File: config.mk
export PLATFORM = sky130hd
export DESIGN_NAME = text_console_cursor_controller_top
export DESIGN_NICKNAME = d
export VERILOG_FILES = /design/src/design/tccc_pkg.sv /design/src/design/tccc_front.sv /design/src/design/tccc_queue.sv /design/src/design/tccc_back.sv /design/src/design/text_console_cursor_controller_top.sv
export SDC_FILE = /design/constraint.sdc
export NUM_CORES = 1
export LEC_CHECK = 0
export BUFFER_PORTS_ARGS = -buffer_cell sky130_fd_sc_hd__buf_2
export CORE_ASPECT_RATIO = 0.8
export CORE_UTILIZATION = 45
export DETAILED_ROUTE_END_ITERATION = 7
export SYNTH_ARGS = -nofsm -noshare
export SYNTH_HDL_FRONTEND = slang
export SYNTH_SLANG_ARGS = --single-unit
File: constraint.sdc
create_clock -name i_clk -period 9.05 [get_ports i_clk]
set_input_delay 0.905 -clock i_clk [delete_from_list [all_inputs] [get_ports i_clk]]
set_output_delay 0.905 -clock i_clk [all_outputs]
set_load 0.01 [all_outputs]
File: src/design/tccc_pkg.sv
// Shared types and constants of the text console cursor controller.
`default_nettype none
package tccc_pkg;

    localparam int TAB_STOP    = 4;
    localparam int MAX_COLUMNS = 512;
    localparam int MAX_ROWS    = 256;

    localparam int COLS_W = 10;
    localparam int ROWS_W = 9;
    localparam int CFG_W  = 32;
    localparam int CFG_IDX_W = 2;

    localparam int Q_DEPTH = 2;
    localparam int Q_PTR_W = (Q_DEPTH > 1) ? $clog2(Q_DEPTH) : 1;
    localparam int Q_CNT_W = $clog2(Q_DEPTH + 1);

    // Input kinds
    localparam logic [1:0] KIND_CHAR   = 2'd0;
    localparam logic [1:0] KIND_SET    = 2'd1;
    localparam logic [1:0] KIND_CLEAR  = 2'd2;

    // Cell operations
    localparam logic [2:0] OP_NONE     = 3'd0;
    localparam logic [2:0] OP_DRAW     = 3'd1;
    localparam logic [2:0] OP_CLR_CELL = 3'd2;
    localparam logic [2:0] OP_SCROLL   = 3'd3;
    localparam logic [2:0] OP_CLR_SCR  = 3'd4;

    // Configuration register indexes
    localparam logic [CFG_IDX_W-1:0] REG_COLUMNS = 2'd0;
    localparam logic [CFG_IDX_W-1:0] REG_ROWS    = 2'd1;
    localparam logic [CFG_IDX_W-1:0] REG_COLOR   = 2'd2;

    // Control characters
    localparam logic [7:0] CH_NEWLINE   = 8'd10;
    localparam logic [7:0] CH_BACKSPACE = 8'd8;
    localparam logic [7:0] CH_TAB       = 8'd9;
    localparam logic [7:0] CH_PRINT_LO  = 8'd32;
    localparam logic [7:0] CH_PRINT_HI  = 8'd128;

    localparam logic [COLS_W-1:0] RST_COLUMNS = 10'd80;
    localparam logic [ROWS_W-1:0] RST_ROWS    = 9'd25;
    localparam logic [31:0]       RST_COLOR   = 32'hFFFF_FFFF;

    typedef struct packed {
        logic [1:0] kind;
        logic [7:0] char_code;
        logic [8:0] target_col;
        logic [7:0] target_row;
    } t_in_item;

    typedef struct packed {
        logic [2:0]  op;
        logic [8:0]  cell_col;
        logic [7:0]  cell_row;
        logic [6:0]  glyph_code;
        logic [31:0] glyph_color;
        logic [8:0]  cursor_col_now;
        logic [7:0]  cursor_row_now;
        logic        last;
    } t_out_item;

    // One classified item: its first result and whether a scroll follows
    typedef struct packed {
        logic [2:0]  op;
        logic [8:0]  cell_col;
        logic [7:0]  cell_row;
        logic [6:0]  glyph_code;
        logic [31:0] glyph_color;
        logic [8:0]  cursor_col;
        logic [7:0]  cursor_row;
        logic        scroll_next;
    } t_job;

endpackage
`default_nettype wire

File: src/design/tccc_front.sv
// Front end: configuration registers, cursor state and item classification.
`default_nettype none
module tccc_front (
    input  wire logic                           i_clk,
    input  wire logic                           i_rst_n,
    input  wire logic                           i_cfg_we,
    input  wire logic [tccc_pkg::CFG_IDX_W-1:0] i_cfg_index,
    input  wire logic [tccc_pkg::CFG_W-1:0]     i_cfg_data,
    input  wire logic                           i_push,
    input  wire tccc_pkg::t_in_item             i_item,
    output tccc_pkg::t_job                      o_job
);
    import tccc_pkg::*;

    logic [COLS_W-1:0] r_cols;
    logic [ROWS_W-1:0] r_rows;
    logic [31:0]       r_color;
    logic [COLS_W-1:0] r_col, n_col;
    logic [ROWS_W-1:0] r_row, n_row;

    logic [COLS_W-1:0] cols_eff;
    logic [ROWS_W-1:0] rows_eff;
    logic [COLS_W:0]   col_a;
    logic [ROWS_W:0]   row_a;
    logic              scroll;
    t_job              job;

    always_comb begin
        if (r_cols == '0) begin
            cols_eff = COLS_W'(1);
        end else if (r_cols > COLS_W'(MAX_COLUMNS)) begin
            cols_eff = COLS_W'(MAX_COLUMNS);
        end else begin
            cols_eff = r_cols;
        end
        if (r_rows == '0) begin
            rows_eff = ROWS_W'(1);
        end else if (r_rows > ROWS_W'(MAX_ROWS)) begin
            rows_eff = ROWS_W'(MAX_ROWS);
        end else begin
            rows_eff = r_rows;
        end
    end

    always_comb begin
        col_a  = {1'b0, r_col};
        row_a  = {1'b0, r_row};
        scroll = 1'b0;
        job    = '0;
        job.op = OP_NONE;
        unique case (i_item.kind)
            KIND_CHAR: begin
                priority if (i_item.char_code == CH_NEWLINE) begin
                    col_a = '0;
                    row_a = row_a + 1'b1;
                end else if (i_item.char_code == CH_BACKSPACE) begin
                    if (r_col != '0) begin
                        col_a        = {1'b0, r_col} - 1'b1;
                        job.op       = OP_CLR_CELL;
                        job.cell_col = col_a[8:0];
                        job.cell_row = r_row[7:0];
                    end
                end else if (i_item.char_code == CH_TAB) begin
                    col_a = {1'b0, r_col} + (COLS_W+1)'(TAB_STOP)
                            - (COLS_W+1)'(r_col % TAB_STOP);
                end else if (i_item.char_code >= CH_PRINT_LO
                             && i_item.char_code < CH_PRINT_HI) begin
                    job.op          = OP_DRAW;
                    job.cell_col    = r_col[8:0];
                    job.cell_row    = r_row[7:0];
                    job.glyph_code  = i_item.char_code[6:0];
                    job.glyph_color = r_color;
                    col_a           = {1'b0, r_col} + 1'b1;
                end else begin
                end
                // wrap, then scroll
                if (col_a >= {1'b0, cols_eff}) begin
                    col_a = '0;
                    row_a = row_a + 1'b1;
                end
                if (row_a >= {1'b0, rows_eff}) begin
                    scroll = 1'b1;
                    row_a  = {1'b0, rows_eff} - 1'b1;
                    col_a  = '0;
                end
            end
            KIND_SET: begin
                if ({1'b0, i_item.target_col} < cols_eff
                    && {1'b0, i_item.target_row} < rows_eff) begin
                    col_a = (COLS_W+1)'(i_item.target_col);
                    row_a = (ROWS_W+1)'(i_item.target_row);
                end
            end
            KIND_CLEAR: begin
                job.op = OP_CLR_SCR;
                col_a  = '0;
                row_a  = '0;
            end
            default: begin
            end
        endcase
        // a scroll on its own becomes the first result
        if (scroll && job.op == OP_NONE) begin
            job.op          = OP_SCROLL;
            job.scroll_next = 1'b0;
        end else begin
            job.scroll_next = scroll;
        end
        job.cursor_col = col_a[8:0];
        job.cursor_row = row_a[7:0];
        n_col = col_a[COLS_W-1:0];
        n_row = row_a[ROWS_W-1:0];
    end

    assign o_job = job;

    always_ff @(posedge i_clk) begin
        if (!i_rst_n) begin
            r_cols  <= RST_COLUMNS;
            r_rows  <= RST_ROWS;
            r_color <= RST_COLOR;
            r_col   <= '0;
            r_row   <= '0;
        end else begin
            if (i_cfg_we) begin
                unique case (i_cfg_index)
                    REG_COLUMNS: r_cols  <= i_cfg_data[COLS_W-1:0];
                    REG_ROWS:    r_rows  <= i_cfg_data[ROWS_W-1:0];
                    REG_COLOR:   r_color <= i_cfg_data[31:0];
                    default: begin
                    end
                endcase
            end
            if (i_push) begin
                r_col <= n_col;
                r_row <= n_row;
            end
        end
    end

endmodule
`default_nettype wire

File: src/design/tccc_queue.sv
// Short queue of classified items between front and back.
`default_nettype none
module tccc_queue (
    input  wire logic           i_clk,
    input  wire logic           i_rst_n,
    input  wire logic           i_push,
    input  wire tccc_pkg::t_job i_job,
    input  wire logic           i_pop,
    output tccc_pkg::t_job      o_job,
    output logic                o_empty,
    output logic                o_full
);
    import tccc_pkg::*;

    t_job               r_mem [Q_DEPTH];
    logic [Q_PTR_W-1:0] r_wr, r_rd;
    logic [Q_CNT_W-1:0] r_cnt;

    function automatic logic [Q_PTR_W-1:0] ptr_inc(input logic [Q_PTR_W-1:0] p);
        if (p == Q_PTR_W'(Q_DEPTH - 1)) begin
            ptr_inc = '0;
        end else begin
            ptr_inc = p + 1'b1;
        end
    endfunction

    assign o_empty = (r_cnt == '0);
    assign o_full  = (r_cnt == Q_CNT_W'(Q_DEPTH));
    assign o_job   = r_mem[r_rd];

    always_ff @(posedge i_clk) begin
        if (i_push) begin
            r_mem[r_wr] <= i_job;
        end
    end

    always_ff @(posedge i_clk) begin
        if (!i_rst_n) begin
            r_wr  <= '0;
            r_rd  <= '0;
            r_cnt <= '0;
        end else begin
            if (i_push) begin
                r_wr <= ptr_inc(r_wr);
            end
            if (i_pop) begin
                r_rd <= ptr_inc(r_rd);
            end
            if (i_push && !i_pop) begin
                r_cnt <= r_cnt + 1'b1;
            end else if (i_pop && !i_push) begin
                r_cnt <= r_cnt - 1'b1;
            end
        end
    end

endmodule
`default_nettype wire

File: src/design/tccc_back.sv
// Back end: expands each classified item into its results and holds the output register.
`default_nettype none
module tccc_back (
    input  wire logic           i_clk,
    input  wire logic           i_rst_n,
    input  wire tccc_pkg::t_job i_job,
    input  wire logic           i_empty,
    output logic                o_pop,
    output logic                o_out_valid,
    input  wire logic           i_out_stall,
    output tccc_pkg::t_out_item o_out_item
);
    import tccc_pkg::*;

    logic      r_valid;
    logic      r_second;
    t_out_item r_item;
    logic      load;
    logic      is_last;
    t_out_item n_item;

    assign load    = (!r_valid || !i_out_stall) && !i_empty;
    assign is_last = !i_job.scroll_next || r_second;
    assign o_pop   = load && is_last;

    always_comb begin
        n_item                = '0;
        n_item.cursor_col_now = i_job.cursor_col;
        n_item.cursor_row_now = i_job.cursor_row;
        n_item.last           = is_last;
        if (r_second) begin
            n_item.op = OP_SCROLL;
        end else begin
            n_item.op          = i_job.op;
            n_item.cell_col    = i_job.cell_col;
            n_item.cell_row    = i_job.cell_row;
            n_item.glyph_code  = i_job.glyph_code;
            n_item.glyph_color = i_job.glyph_color;
        end
    end

    always_ff @(posedge i_clk) begin
        if (load) begin
            r_item <= n_item;
        end
    end

    always_ff @(posedge i_clk) begin
        if (!i_rst_n) begin
            r_valid  <= 1'b0;
            r_second <= 1'b0;
        end else begin
            if (load) begin
                r_valid  <= 1'b1;
                r_second <= !is_last;
            end else if (!i_out_stall) begin
                r_valid <= 1'b0;
            end
        end
    end

    assign o_out_valid = r_valid;
    assign o_out_item  = r_item;

endmodule
`default_nettype wire

File: src/design/text_console_cursor_controller_top.sv
// Top level of the text console cursor controller.
//
//  channel   direction  handshake                payload
//  -------   ---------  -----------------------  --------------------------
//  in        input      i_in_valid / o_in_stall  i_in_item  (t_in_item)
//  out       output     o_out_valid/ i_out_stall o_out_item (t_out_item)
//  cfg       input      i_cfg_we                 i_cfg_index, i_cfg_data
//
// An item is taken every cycle while the two-entry queue has room; the back
// end sends one result per cycle while the output is not stalled. An item gives
// one result, or two when it draws or clears a cell and also scrolls. Its first
// result is written into the queue and then into the back end's output register.
// Reset clears the cursor and queue and restores the register defaults. A stalled
// output holds; the queue fills and then stalls the input.
`default_nettype none
module text_console_cursor_controller_top (
    input  wire logic                           i_clk,
    input  wire logic                           i_rst_n,
    input  wire logic                           i_in_valid,
    output logic                                o_in_stall,
    input  wire tccc_pkg::t_in_item             i_in_item,
    output logic                                o_out_valid,
    input  wire logic                           i_out_stall,
    output tccc_pkg::t_out_item                 o_out_item,
    input  wire logic                           i_cfg_we,
    input  wire logic [tccc_pkg::CFG_IDX_W-1:0] i_cfg_index,
    input  wire logic [tccc_pkg::CFG_W-1:0]     i_cfg_data
);
    import tccc_pkg::*;

    t_job front_job;
    t_job head_job;
    logic push, pop, q_empty, q_full;

    assign o_in_stall = q_full;
    assign push       = i_in_valid && !q_full;

    tccc_front u_front (
        .i_clk       (i_clk),
        .i_rst_n     (i_rst_n),
        .i_cfg_we    (i_cfg_we),
        .i_cfg_index (i_cfg_index),
        .i_cfg_data  (i_cfg_data),
        .i_push      (push),
        .i_item      (i_in_item),
        .o_job       (front_job)
    );

    tccc_queue u_queue (
        .i_clk   (i_clk),
        .i_rst_n (i_rst_n),
        .i_push  (push),
        .i_job   (front_job),
        .i_pop   (pop),
        .o_job   (head_job),
        .o_empty (q_empty),
        .o_full  (q_full)
    );

    tccc_back u_back (
        .i_clk       (i_clk),
        .i_rst_n     (i_rst_n),
        .i_job       (head_job),
        .i_empty     (q_empty),
        .o_pop       (pop),
        .o_out_valid (o_out_valid),
        .i_out_stall (i_out_stall),
        .o_out_item  (o_out_item)
    );

endmodule
`default_nettype wire

Word-level counts from Yosys, hierarchy flattened
Memories as Yosys holds them, arrays and structs flattened. A register that Yosys moved wholly into a read port is not among the register bits.
Index checks and enable logic that the tools add are counted.
{ "totals": {"mem_bits_rw": 154, "rom_bits": 0, "elab_cells": 124, "inputBits": 66, "mem_count": 1, "latch_bits": 0, "reg_bits": 153} }
{ "mem_list": {"columns": ["memory", "words", "word_bits", "rd", "rd_ports_with_merged_regs", "wr", "line", "rtl"], "rows": [
  ["u_queue.r_mem", 2, 77, 1, 1, 1, "tccc_queue.sv:15", "t_job r_mem [Q_DEPTH];"]
]} }
{ "classes": {"n_eq_ne": 10, "reduce_logical": 31, "addsub": 11, "mul": 0, "bitwise": 0, "muxes": 43, "div": 0, "shifts": 0, "magnitude_cmp": 8} }
{ "ops": {"columns": ["cell", "n"], "rows": [
  ["57-bit two-way mux", 2],
  ["10-bit two-way mux", 9],
  ["11-bit two-way mux", 6],
  ["59-bit two-way mux", 1],
  ["56-bit two-way mux", 1],
  ["39-bit two-way mux", 1],
  ["19-bit two-way mux", 2],
  ["9-bit two-way mux", 4],
  ["10-bit case mux with 3 select lines", 1],
  ["9-bit case mux with 3 select lines", 1],
  ["8-bit by 4-bit equality test with 1-bit output (second input constant)", 3],
  ["10-bit by 1-bit adder with 11-bit output (second input constant)", 1],
  ["10-bit by 3-bit adder with 11-bit output (second input constant)", 1],
  ["11-bit by 10-bit greater-or-equal comparator with 1-bit output", 1],
  ["1-bit two-way mux", 11],
  ["10-bit by 1-bit subtractor with 11-bit output (second input constant)", 1],
  ["11-bit by 2-bit subtractor with 11-bit output", 1],
  ["10-bit by 1-bit adder with 10-bit output (second input constant)", 1],
  ["9-bit by 1-bit adder with 10-bit output (second input constant)", 1],
  ["10-bit by 9-bit greater-or-equal comparator with 1-bit output", 1],
  ["10-bit > comparator (second input constant)", 1],
  ["10-bit zero test", 1],
  ["9-bit by 10-bit less-than comparator with 1-bit output", 1],
  ["10-bit nonzero test", 1],
  ["other kinds (24)", 49]
]} }

Logic depth before layout (Yosys ltp)
Gate-level depths: netlist of the first run.
{ "depth": {"word_depth": 15, "ltp_mapped": 34, "ltp_nobuf": 29} }

Modules after synthesis
Synthesis of the first run repeated with hierarchy kept, for this count alone.
{ "unflattened": {"cells_unflattened": 1326, "hier_area_um2": 15346.0} }
{ "modules_own_cells": {"columns": ["mod", "seq_area_each_um2", "area_each_um2", "cells_each", "instances"], "rows": [
  ["tccc_front", 1401.3, 6620.1, 911, 1],
  ["tccc_queue", 4724.5, 5908.2, 262, 1],
  ["tccc_back", 2352.3, 2803.9, 152, 1],
  ["text_console_cursor_controller_top", 0.0, 13.8, 1, 1]
]} }

Least setup slack after synthesis of the first run
No wires, ideal clock.
{ "synth_path": {"kind": "in2reg", "start": "input i_out_stall", "end": "register u_queue.r_cnt[1]", "slack_ns": 2.799, "stages": 5, "arrival_time_ns": 6.180, "t_required_ns": 8.979, "setup_time_ns": 0.071, "path_cell_list": "a21oi_1 > nand2_1 > ha_1 > or3_1 > a21oi_1"} }
{ "synth_via": {"elab_chain_len": 7, "elab_cells_between_ends": 9, "cone_classes": "mux (1); reduce/logical (8)"} }
{ "synth_lines": {"columns": ["element", "line", "rtl"], "rows": [
  ["start, declared", "text_console_cursor_controller_top.sv:23", "input wire logic i_out_stall,"],
  ["1-bit zero test *", "tccc_back.sv:22", "assign load = (!r_valid || !i_out_stall) && !i_empty;"],
  ["1-bit logical OR *", "tccc_back.sv:22", null],
  ["1-bit logical AND *", "tccc_back.sv:22", null],
  ["1-bit logical AND *", "tccc_back.sv:24", "assign o_pop = load && is_last;"],
  ["1-bit zero test", "tccc_queue.sv:49", "if (i_push && !i_pop) begin"],
  ["1-bit logical AND", "tccc_queue.sv:49", null],
  ["2-bit two-way mux / 2-bit nonzero test (equally long branches)", null, null],
  ["end signal, assigned", "tccc_queue.sv:50", "r_cnt <= r_cnt + 1'b1;"],
  ["end signal, assigned", "tccc_queue.sv:52", "r_cnt <= r_cnt - 1'b1;"],
  ["end, declared", "tccc_queue.sv:17", "logic [Q_CNT_W-1:0] r_cnt;"]
]} }
Every way passes the cells marked *; elsewhere a longest branch is shown, timed or not.
A chain may end at the register's enable or synchronous reset.

==> metrics.csv, run 1 <==
stage,metric,value,unit
status,status,completed,
power,pwr-share-seq,45.9,%
synthesis,synthTopCellsByArea,"edfxtp_1 (47%), dfxtp_1 (11%), mux2i_1 (6.2%), ha_1 (5.6%), nor2_1 (3.7%)",
floorplan,die_h,163.4,um
timing,slew_viol_final,0,
clock_tree,ctsResizeCount,0,
power,cellLeakagePower,6.597,nW
min_path,holdPathStages,2,
floorplan,ioPinCount,145,
synthesis,synth_top_cell_by_area,edfxtp_1,
clock_tree,clk_path_buf_depth,3,
synthesis,synthCells,1288,
synthesis,synth_top_area_share,47.36,%
min_path,min_from,u_front.r_color[29]$_SDFFE_PN1P_,
placement,place_ws,1279,ps
timing,fin_crit,7650,ps
power,p_comb_share,24.7,%
grt,grt-ovfl-total,0,
placement,gp_congestion,0.9307,
setup_path,startpoint_type,flip-flop,
clock_tree,cts_setup_buffers,0,
synthesis,synthesis.area,14650,um^2
detailed_routing,final_antenna_net_count,0,
setup_path,startpoint,u_front.r_col[1]$_SDFFE_PN0P_,
synthesis,yosysWarnings,0,
timing,fmax,130.7,MHz
clock_tree,clk_pin_slew,60,ps
clock_tree,cts_tree,yes,
final_layout,utilization,53.19,%
power,p_clk_share,29.4,%
power,p_switching,1.393,mW
setup_path,cp.required,9350,ps
timing,rsz0062_at_grt,false,
setup_path,crit_top_cell,o21ai_0,
final_layout,final_layout_size_suffix_gt1_share,17.68,%
clock_tree,postCtsHoldBufs,0,
detailed_routing,post_drt_via_cell_ratio,5.535,
setup_path,arrival,7940,ps
synthesis,async_flop_share,0,%
setup_path,cpMaxStageDelayCell,nor2_1,
power,powerDensity,269.2,nW/um^2
detailed_routing,drt_iter0_markers,868,
clock_tree,cts-root-buf,clkbuf_16,
power,swShare,30.68,%
timing,setup_violations,0,
job,maxCapViolations,0,
detailed_routing,wl_per_cell,20.51,um
final_layout,fin_area,16870,um^2
power,irDropWorstVdd,0.1592,mV
timing,timing.final.ws_setup,1400,ps
synthesis,synth-seq-area-share,57.89,%
setup_path,worstReg2RegStart,u_front.r_col[1]$_SDFFE_PN0P_,
clock_tree,cts_inserted_buffers,31,
detailed_routing,post-route-drc-count,0,
timing,setup_tns,0,ps
timing,tightest_slew,989.3,ps
clock_tree,h-tree-depth,1,
grt,grt_usage,22.71,%
detailed_routing,num_vias,10310,
floorplan,num_rows,58,
setup_path,reg2reg_depth,28,
synthesis,synth_ff_type,edfxtp_1,
synthesis,synth.avg_cell_area,11.37,um^2
clock_tree,cts_sinks,308,
setup_path,worstSetupEndpointType,flip-flop,
timing,final.period_utilization,84.53,%
placement,numPortBuffers,144,
detailed_routing,wirelength,38.19,mm
floorplan,initial_core_util,46.18,%
grt,first_global_vias,9421,
placement,place_area,15790,um^2
placement,dp_hpwl,26.39,mm
floorplan,die_x,203.7,um
floorplan,core-area,31710,um^2
clock_tree,clock_latency,590,ps
final_layout,antenna-diode-count,0,
setup_path,critPathMaxFanout,11,
final_layout,final.fill_count,2806,
final_layout,final_nets,1548,
floorplan,dieArea,33270,um^2
detailed_routing,dr.pass1.iters,7,
min_path,min_path_type,reg2reg,
grt,grt_first_pass_wirelength,57.10,mm
setup_path,worst_path_largest_cell_delay,750,ps
setup_path,critPathKind,reg2reg,
synthesis,synth_edf_count,231,
timing,finalHoldViolCount,0,
synthesis,synth_seq_cells,308,
grt,grt_max_degree,67,
timing,slew-limit-headroom,33.76,%
power,p_int,3.147,mW
timing,finClkSkew,15.91,ps
synthesis,syn_nets,1419,
placement,dpl.cell_count,1804,
final_layout,syn_to_final_growth,15.17,%
grt,antenna_found_initial,0,
synthesis,ys_types,65,
final_layout,final_cell_count_no_fill,1862,
==> flip-flops by register name, summed over array words and instances, names as in the netlist, named ones only <==
register	count
u_back.o_out_item	77
u_queue.r_mem	154
u_front.r_row	9
u_queue.r_cnt	2
u_queue.r_rd	1
u_front.r_rows	9
u_queue.r_wr	1
u_back.r_second	1
u_front.r_cols	10
u_back.o_out_valid	1
u_front.r_color	32
u_front.r_col	10
==> worst paths after layout <==
kind | end | slack (ps)
setup / recovery | u_queue.r_mem[0][4]$_DFFE_PP_ | 1400
hold / removal | u_front.r_color[29]$_SDFFE_PN1P_ | 460
setup reg to reg | u_queue.r_mem[0][4]$_DFFE_PP_ | 1400
hold reg to reg | u_front.r_color[29]$_SDFFE_PN1P_ | 460
==> synth_stat cells, drive strengths merged (8+ instances only) <==
cell	n
a211oi	12
a21oi	62
and2	47
buf	14
clkbuf	53
dfxtp	77
edfxtp	231
ha	65
inv	39
mux2	25
mux2i	90
nand2	144
nand3	55
nor2	145
nor3	9
nor4	8
o211ai	8
o21ai	39
o22ai	8
xnor2	25
xor2	13
==> kinds of logic after synthesis <==
group,synth area share (%)
adder cells (fa/ha/maj),5.553
multiplexers,8.073
buffers and inverters,2.947
AND/OR/NAND/NOR,14.78
AO/OA/AOI/OAI,8.484
flip-flops,57.89
XOR/XNOR,2.273
==> power by group through the flow <==
stage	logic, mW	clock network [mW]	registers (mW)
after detailed placement	1.13	0	2.12
final	1.12	1.33	2.08
after floorplan	0.627	0	2.19
after global routing	1.23	1.41	2.12
after global placement	1.13	0	2.11
after CTS	1.14	1.36	2.09
==> per-layer routing <==
metal	vias up	GRT usage (%)	share of wire, %
li1	4909	-	-
met5	-	0	0
met2	348	33.01	42
met4	0	4.101	1.7
met1	5003	35.76	50
met3	47	3.332	6.3
==> layout by cell type (no fill, tap or decap), types with 8 or more instances in the layout <==
master	instances
edfxtp_1	231
buf_2	144
nor2_1	143
nand2_1	142
mux2i_1	90
dfxtp_1	75
ha_1	65
a21oi_1	61
nand3_1	55
and2_1	47
inv_1	39
o21ai_0	39
clkbuf_16	32
xnor2_1	25
mux2_2	25
buf_4	19
xor2_1	13
a211oi_1	11
nor3_1	9
o211ai_1	8
nor4_1	8
o22ai_1	8
==> metrics by stage <==
step / total power [mW] / hold slack (ps)
floorplan: 2.821 / 432.0
CTS: 4.589 / 462.2
detailed placement: 3.247 / 447.0
global placement: 3.238 / 441.6
global route: 4.762 / 474.4
finish: 4.540 / 457.0
==> final cells by class <==
| cell class | instances | area (um^2) | share of cell area (%) |
|---|---|---|---|
| Sequential cell | 308 | 8483 | 50.29 |
| Clock buffer | 45 | 909.6 | 5.393 |
| Timing Repair Buffer | 163 | 863.3 | 5.118 |
| Inverter | 41 | 153.9 | 0.9124 |
| Clock inverter | 13 | 165.2 | 0.9792 |
| Tap cell | 420 | 525.5 | 3.116 |
| Multi-Input combinational cell | 872 | 5767 | 34.19 |
==> critical path, delay by kind of cell (launching register included) <==
family,cells,cell delay [ps]
simple gates,7,1880
xor+xnor,1,150
flops,1,440
buf+inv,5,920
fa+ha+maj,3,920
compound gates,12,3060
No activity file was read; power rests on OpenSTA's default activity.
==> run 2, diff against run 1 <==
clock period = 7.64 ns   (was 9.05 ns; I/O delays follow)
==> run 2 against run 1 <==
Compared with the run above:
- sequential cell count unchanged
- via count fell by 0.46%
- combinational power increased by 21%
- clock skew down 3.6 ps
- sequential share of layout area is 0.22 points lower
- fmax rose by 15%
- utilization up 0.23 points
- non-clock buffer count grew 13
- count of clock-buffer cells in the layout did not move
- critical path depth is 3 higher
- first-iteration DRC count decreased by 8.8%
- cell area increased by 0.44%
==> metrics.csv, run 2 (synthesized netlist as in run 1, its figures left out) <==
stage,metric,value,unit,change
status,status,completed,,
timing,whs,387.4,ps,-69.62 ps
job,maxCapViolations,0,,unchanged
clock_tree,clock_latency,580,ps,about the same
grt,grt_usage,23.00,%,+0.29 points
timing,fmax,150.4,MHz,+15%
setup_path,worst_path_largest_cell_delay,410,ps,-340 ps
clock_tree,cts-root-buf,clkbuf_16,,
timing,slew-limit-headroom,32.23,%,-1.5 points
timing,setup_violations,0,,unchanged
setup_path,startpoint_type,flip-flop,,
placement,numPortBuffers,144,,unchanged
floorplan,ioPinCount,145,,unchanged
setup_path,r2r_end,u_queue.r_mem[1][4]$_DFFE_PP_,,
min_path,holdPathStages,3,,+1
min_path,hold_end,u_front.r_color[24]$_SDFFE_PN1P_,,
floorplan,initial_core_util,46.18,%,unchanged
grt,grt-ovfl-total,0,,unchanged
floorplan,core-area,31710,um^2,unchanged
clock_tree,h-tree-depth,1,,unchanged
floorplan,dieArea,33270,um^2,unchanged
clock_tree,ctsResizeCount,0,,unchanged
detailed_routing,dr.pass1.iters,5,,-2
setup_path,cpMaxStageDelayCell,dfxtp_1,,
min_path,min_path_type,in2reg,,
timing,fin_crit,6648,ps,-1002 ps
timing,finalHoldViolCount,0,,unchanged
final_layout,syn_to_final_growth,15.68,%,
setup_path,reg2reg_depth,31,,+11%
clock_tree,clk_pin_slew,60,ps,about the same
setup_path,cp.required,7940,ps,-1410 ps
timing,slew_viol_final,0,,unchanged
grt,first_global_vias,9879,,+4.9%
detailed_routing,routed.top_layer,met5,,
floorplan,die_x,203.7,um,unchanged
setup_path,worstReg2RegStart,u_front.r_col[4]$_SDFFE_PN0P_,,
setup_path,worstSetupEndpointType,flip-flop,,
final_layout,regMostFlops,u_queue.r_mem,,
detailed_routing,route.met3.wl,2.173,mm,-10%
timing,final.period_utilization,87.01,%,+2.5 points
setup_path,crit_top_cell,o21ai_0,,
detailed_routing,num_vias,10260,,-0.46%
clock_tree,cts_inserted_buffers,31,,unchanged
power,irDropWorstVdd,0.1823,mV,+15%
final_layout,final_nets,1561,,+0.84%
timing,tightest_slew,1016,ps,+27.20 ps
grt,grt_max_degree,67,,unchanged
clock_tree,postCtsHoldBufs,0,,unchanged
placement,gp_congestion,1.013,,+8.8%
detailed_routing,final_antenna_net_count,0,,unchanged
clock_tree,clk_path_buf_depth,3,,unchanged
clock_tree,cts_sinks,308,,unchanged
clock_tree,cts_tree,yes,,
timing,timing.final.ws_setup,992.3,ps,-408.0 ps
placement,dpl.cell_count,1817,,+0.72%
detailed_routing,met1_length,19.21,mm,+1.4%
placement,dp_hpwl,26.40,mm,about the same
power,cellLeakagePower,6.660,nW,+0.95%
final_layout,antenna-diode-count,0,,unchanged
power,power.total,5.371,mW,+18%
timing,finClkSkew,12.32,ps,-3.590 ps
floorplan,num_rows,58,,unchanged
placement,place_ws,1079,ps,-199.9 ps
final_layout,final_common_cell,edfxtp_1,,
detailed_routing,post_drt_via_cell_ratio,5.472,,-1.1%
detailed_routing,post-route-drc-count,0,,unchanged
detailed_routing,wirelength,38.11,mm,-0.20%
grt,antenna_found_initial,1,,+1
grt,grt_first_pass_wirelength,58.26,mm,+2.0%
setup_path,arrival,6950,ps,-990 ps
setup_path,ff2ff_setup_slack,990,ps,-410 ps
clock_tree,cts_setup_buffers,0,,unchanged
final_layout,final_cell_count_no_fill,1875,,+0.70%
setup_path,critPathMaxFanout,8,,-3
timing,rsz0062_at_grt,false,,
setup_path,critPathKind,reg2reg,,
detailed_routing,drt_iter0_markers,792,,-8.8%
final_layout,largest_reg_flops,154,,unchanged
detailed_routing,wl_per_cell,20.32,um,-0.89%
detailed_routing,dr_wl_met2,15.90,mm,-1.8%
floorplan,die_h,163.4,um,unchanged
final_layout,final_cell_mix,"edfxtp_1 (231), buf_2 (144), nor2_1 (143)",,
timing,setup_tns,0,ps,unchanged
min_path,min_from,i_cfg_data[24],,
final_layout,final_layout_size_suffix_gt1_share,18.56,%,+0.87 points
power,powerDensity,317.0,nW/um^2,+18%
## run 2: per-layer routing
| layer | up-vias | GRT usage [%] |
|---|---|---|
| met4 | 2 | 4.853 |
| met5 | - | 0 |
| met1 | 4972 | 35.79 |
| met2 | 296 | 33.06 |
| li1 | 4924 | - |
| met3 | 66 | 4.090 |
## run 2: final cells by class
type / count / area (um^2)
Timing Repair Buffer: 176 / 960.9
Clock inverter: 13 / 142.6
Multi-Input combinational cell: 872 / 5767
Fill cell: 2782 / 14770
Tap cell: 420 / 525.5
Clock buffer: 45 / 908.4
Sequential cell: 308 / 8483
Inverter: 41 / 153.9
## run 2: critical path: cells and delay by family (launching register included)
family	cells	cell delay (ps)
AO/OA/AOI/OAI	13	2510
buffers and inverters	7	1240
AND/OR/NAND/NOR	6	940
adder cells (fa/ha/maj)	3	800
XOR/XNOR	2	430
flip-flops	1	410
## run 2: worst max path at each step
| stage | start | endpoint | slack (ps) | cells after the start |
|---|---|---|---|---|
| after floorplan | i_out_stall | u_queue.r_cnt[1]$_SDFFE_PN0P_ | 1530 | 5 |
| after global placement | i_in_item[24] | u_queue.r_mem[0][4]$_DFFE_PP_ | 1190 | 30 |
| after detailed placement | i_in_item[24] | u_queue.r_mem[1][4]$_DFFE_PP_ | 1080 | 29 |
| after CTS | u_front.r_col[4]$_SDFFE_PN0P_ | u_queue.r_mem[0][6]$_DFFE_PP_ | 1190 | 31 |
| after global routing | u_front.r_col[4]$_SDFFE_PN0P_ | u_queue.r_mem[1][7]$_DFFE_PP_ | 460 | 31 |
| final | u_front.r_col[4]$_SDFFE_PN0P_ | u_queue.r_mem[1][4]$_DFFE_PP_ | 990 | 31 |
## run 2: report_power, final
part | leakage (nW) | switching [mW] | internal (mW)
clock | 0.526 | 0.648 | 0.899
sequential | 2.86 | 0.149 | 2.31
combinational | 3.27 | 0.862 | 0.499
## run 2: per-stage QoR
stage | cell area [um^2] | utilization [%]
after floorplan | 14650 | -
after global placement | 15890 | 50.11
after detailed placement | 15890 | 50.11
after CTS | 16940 | 53.42
after global routing | 16940 | 53.42
final | 16940 | 53.42
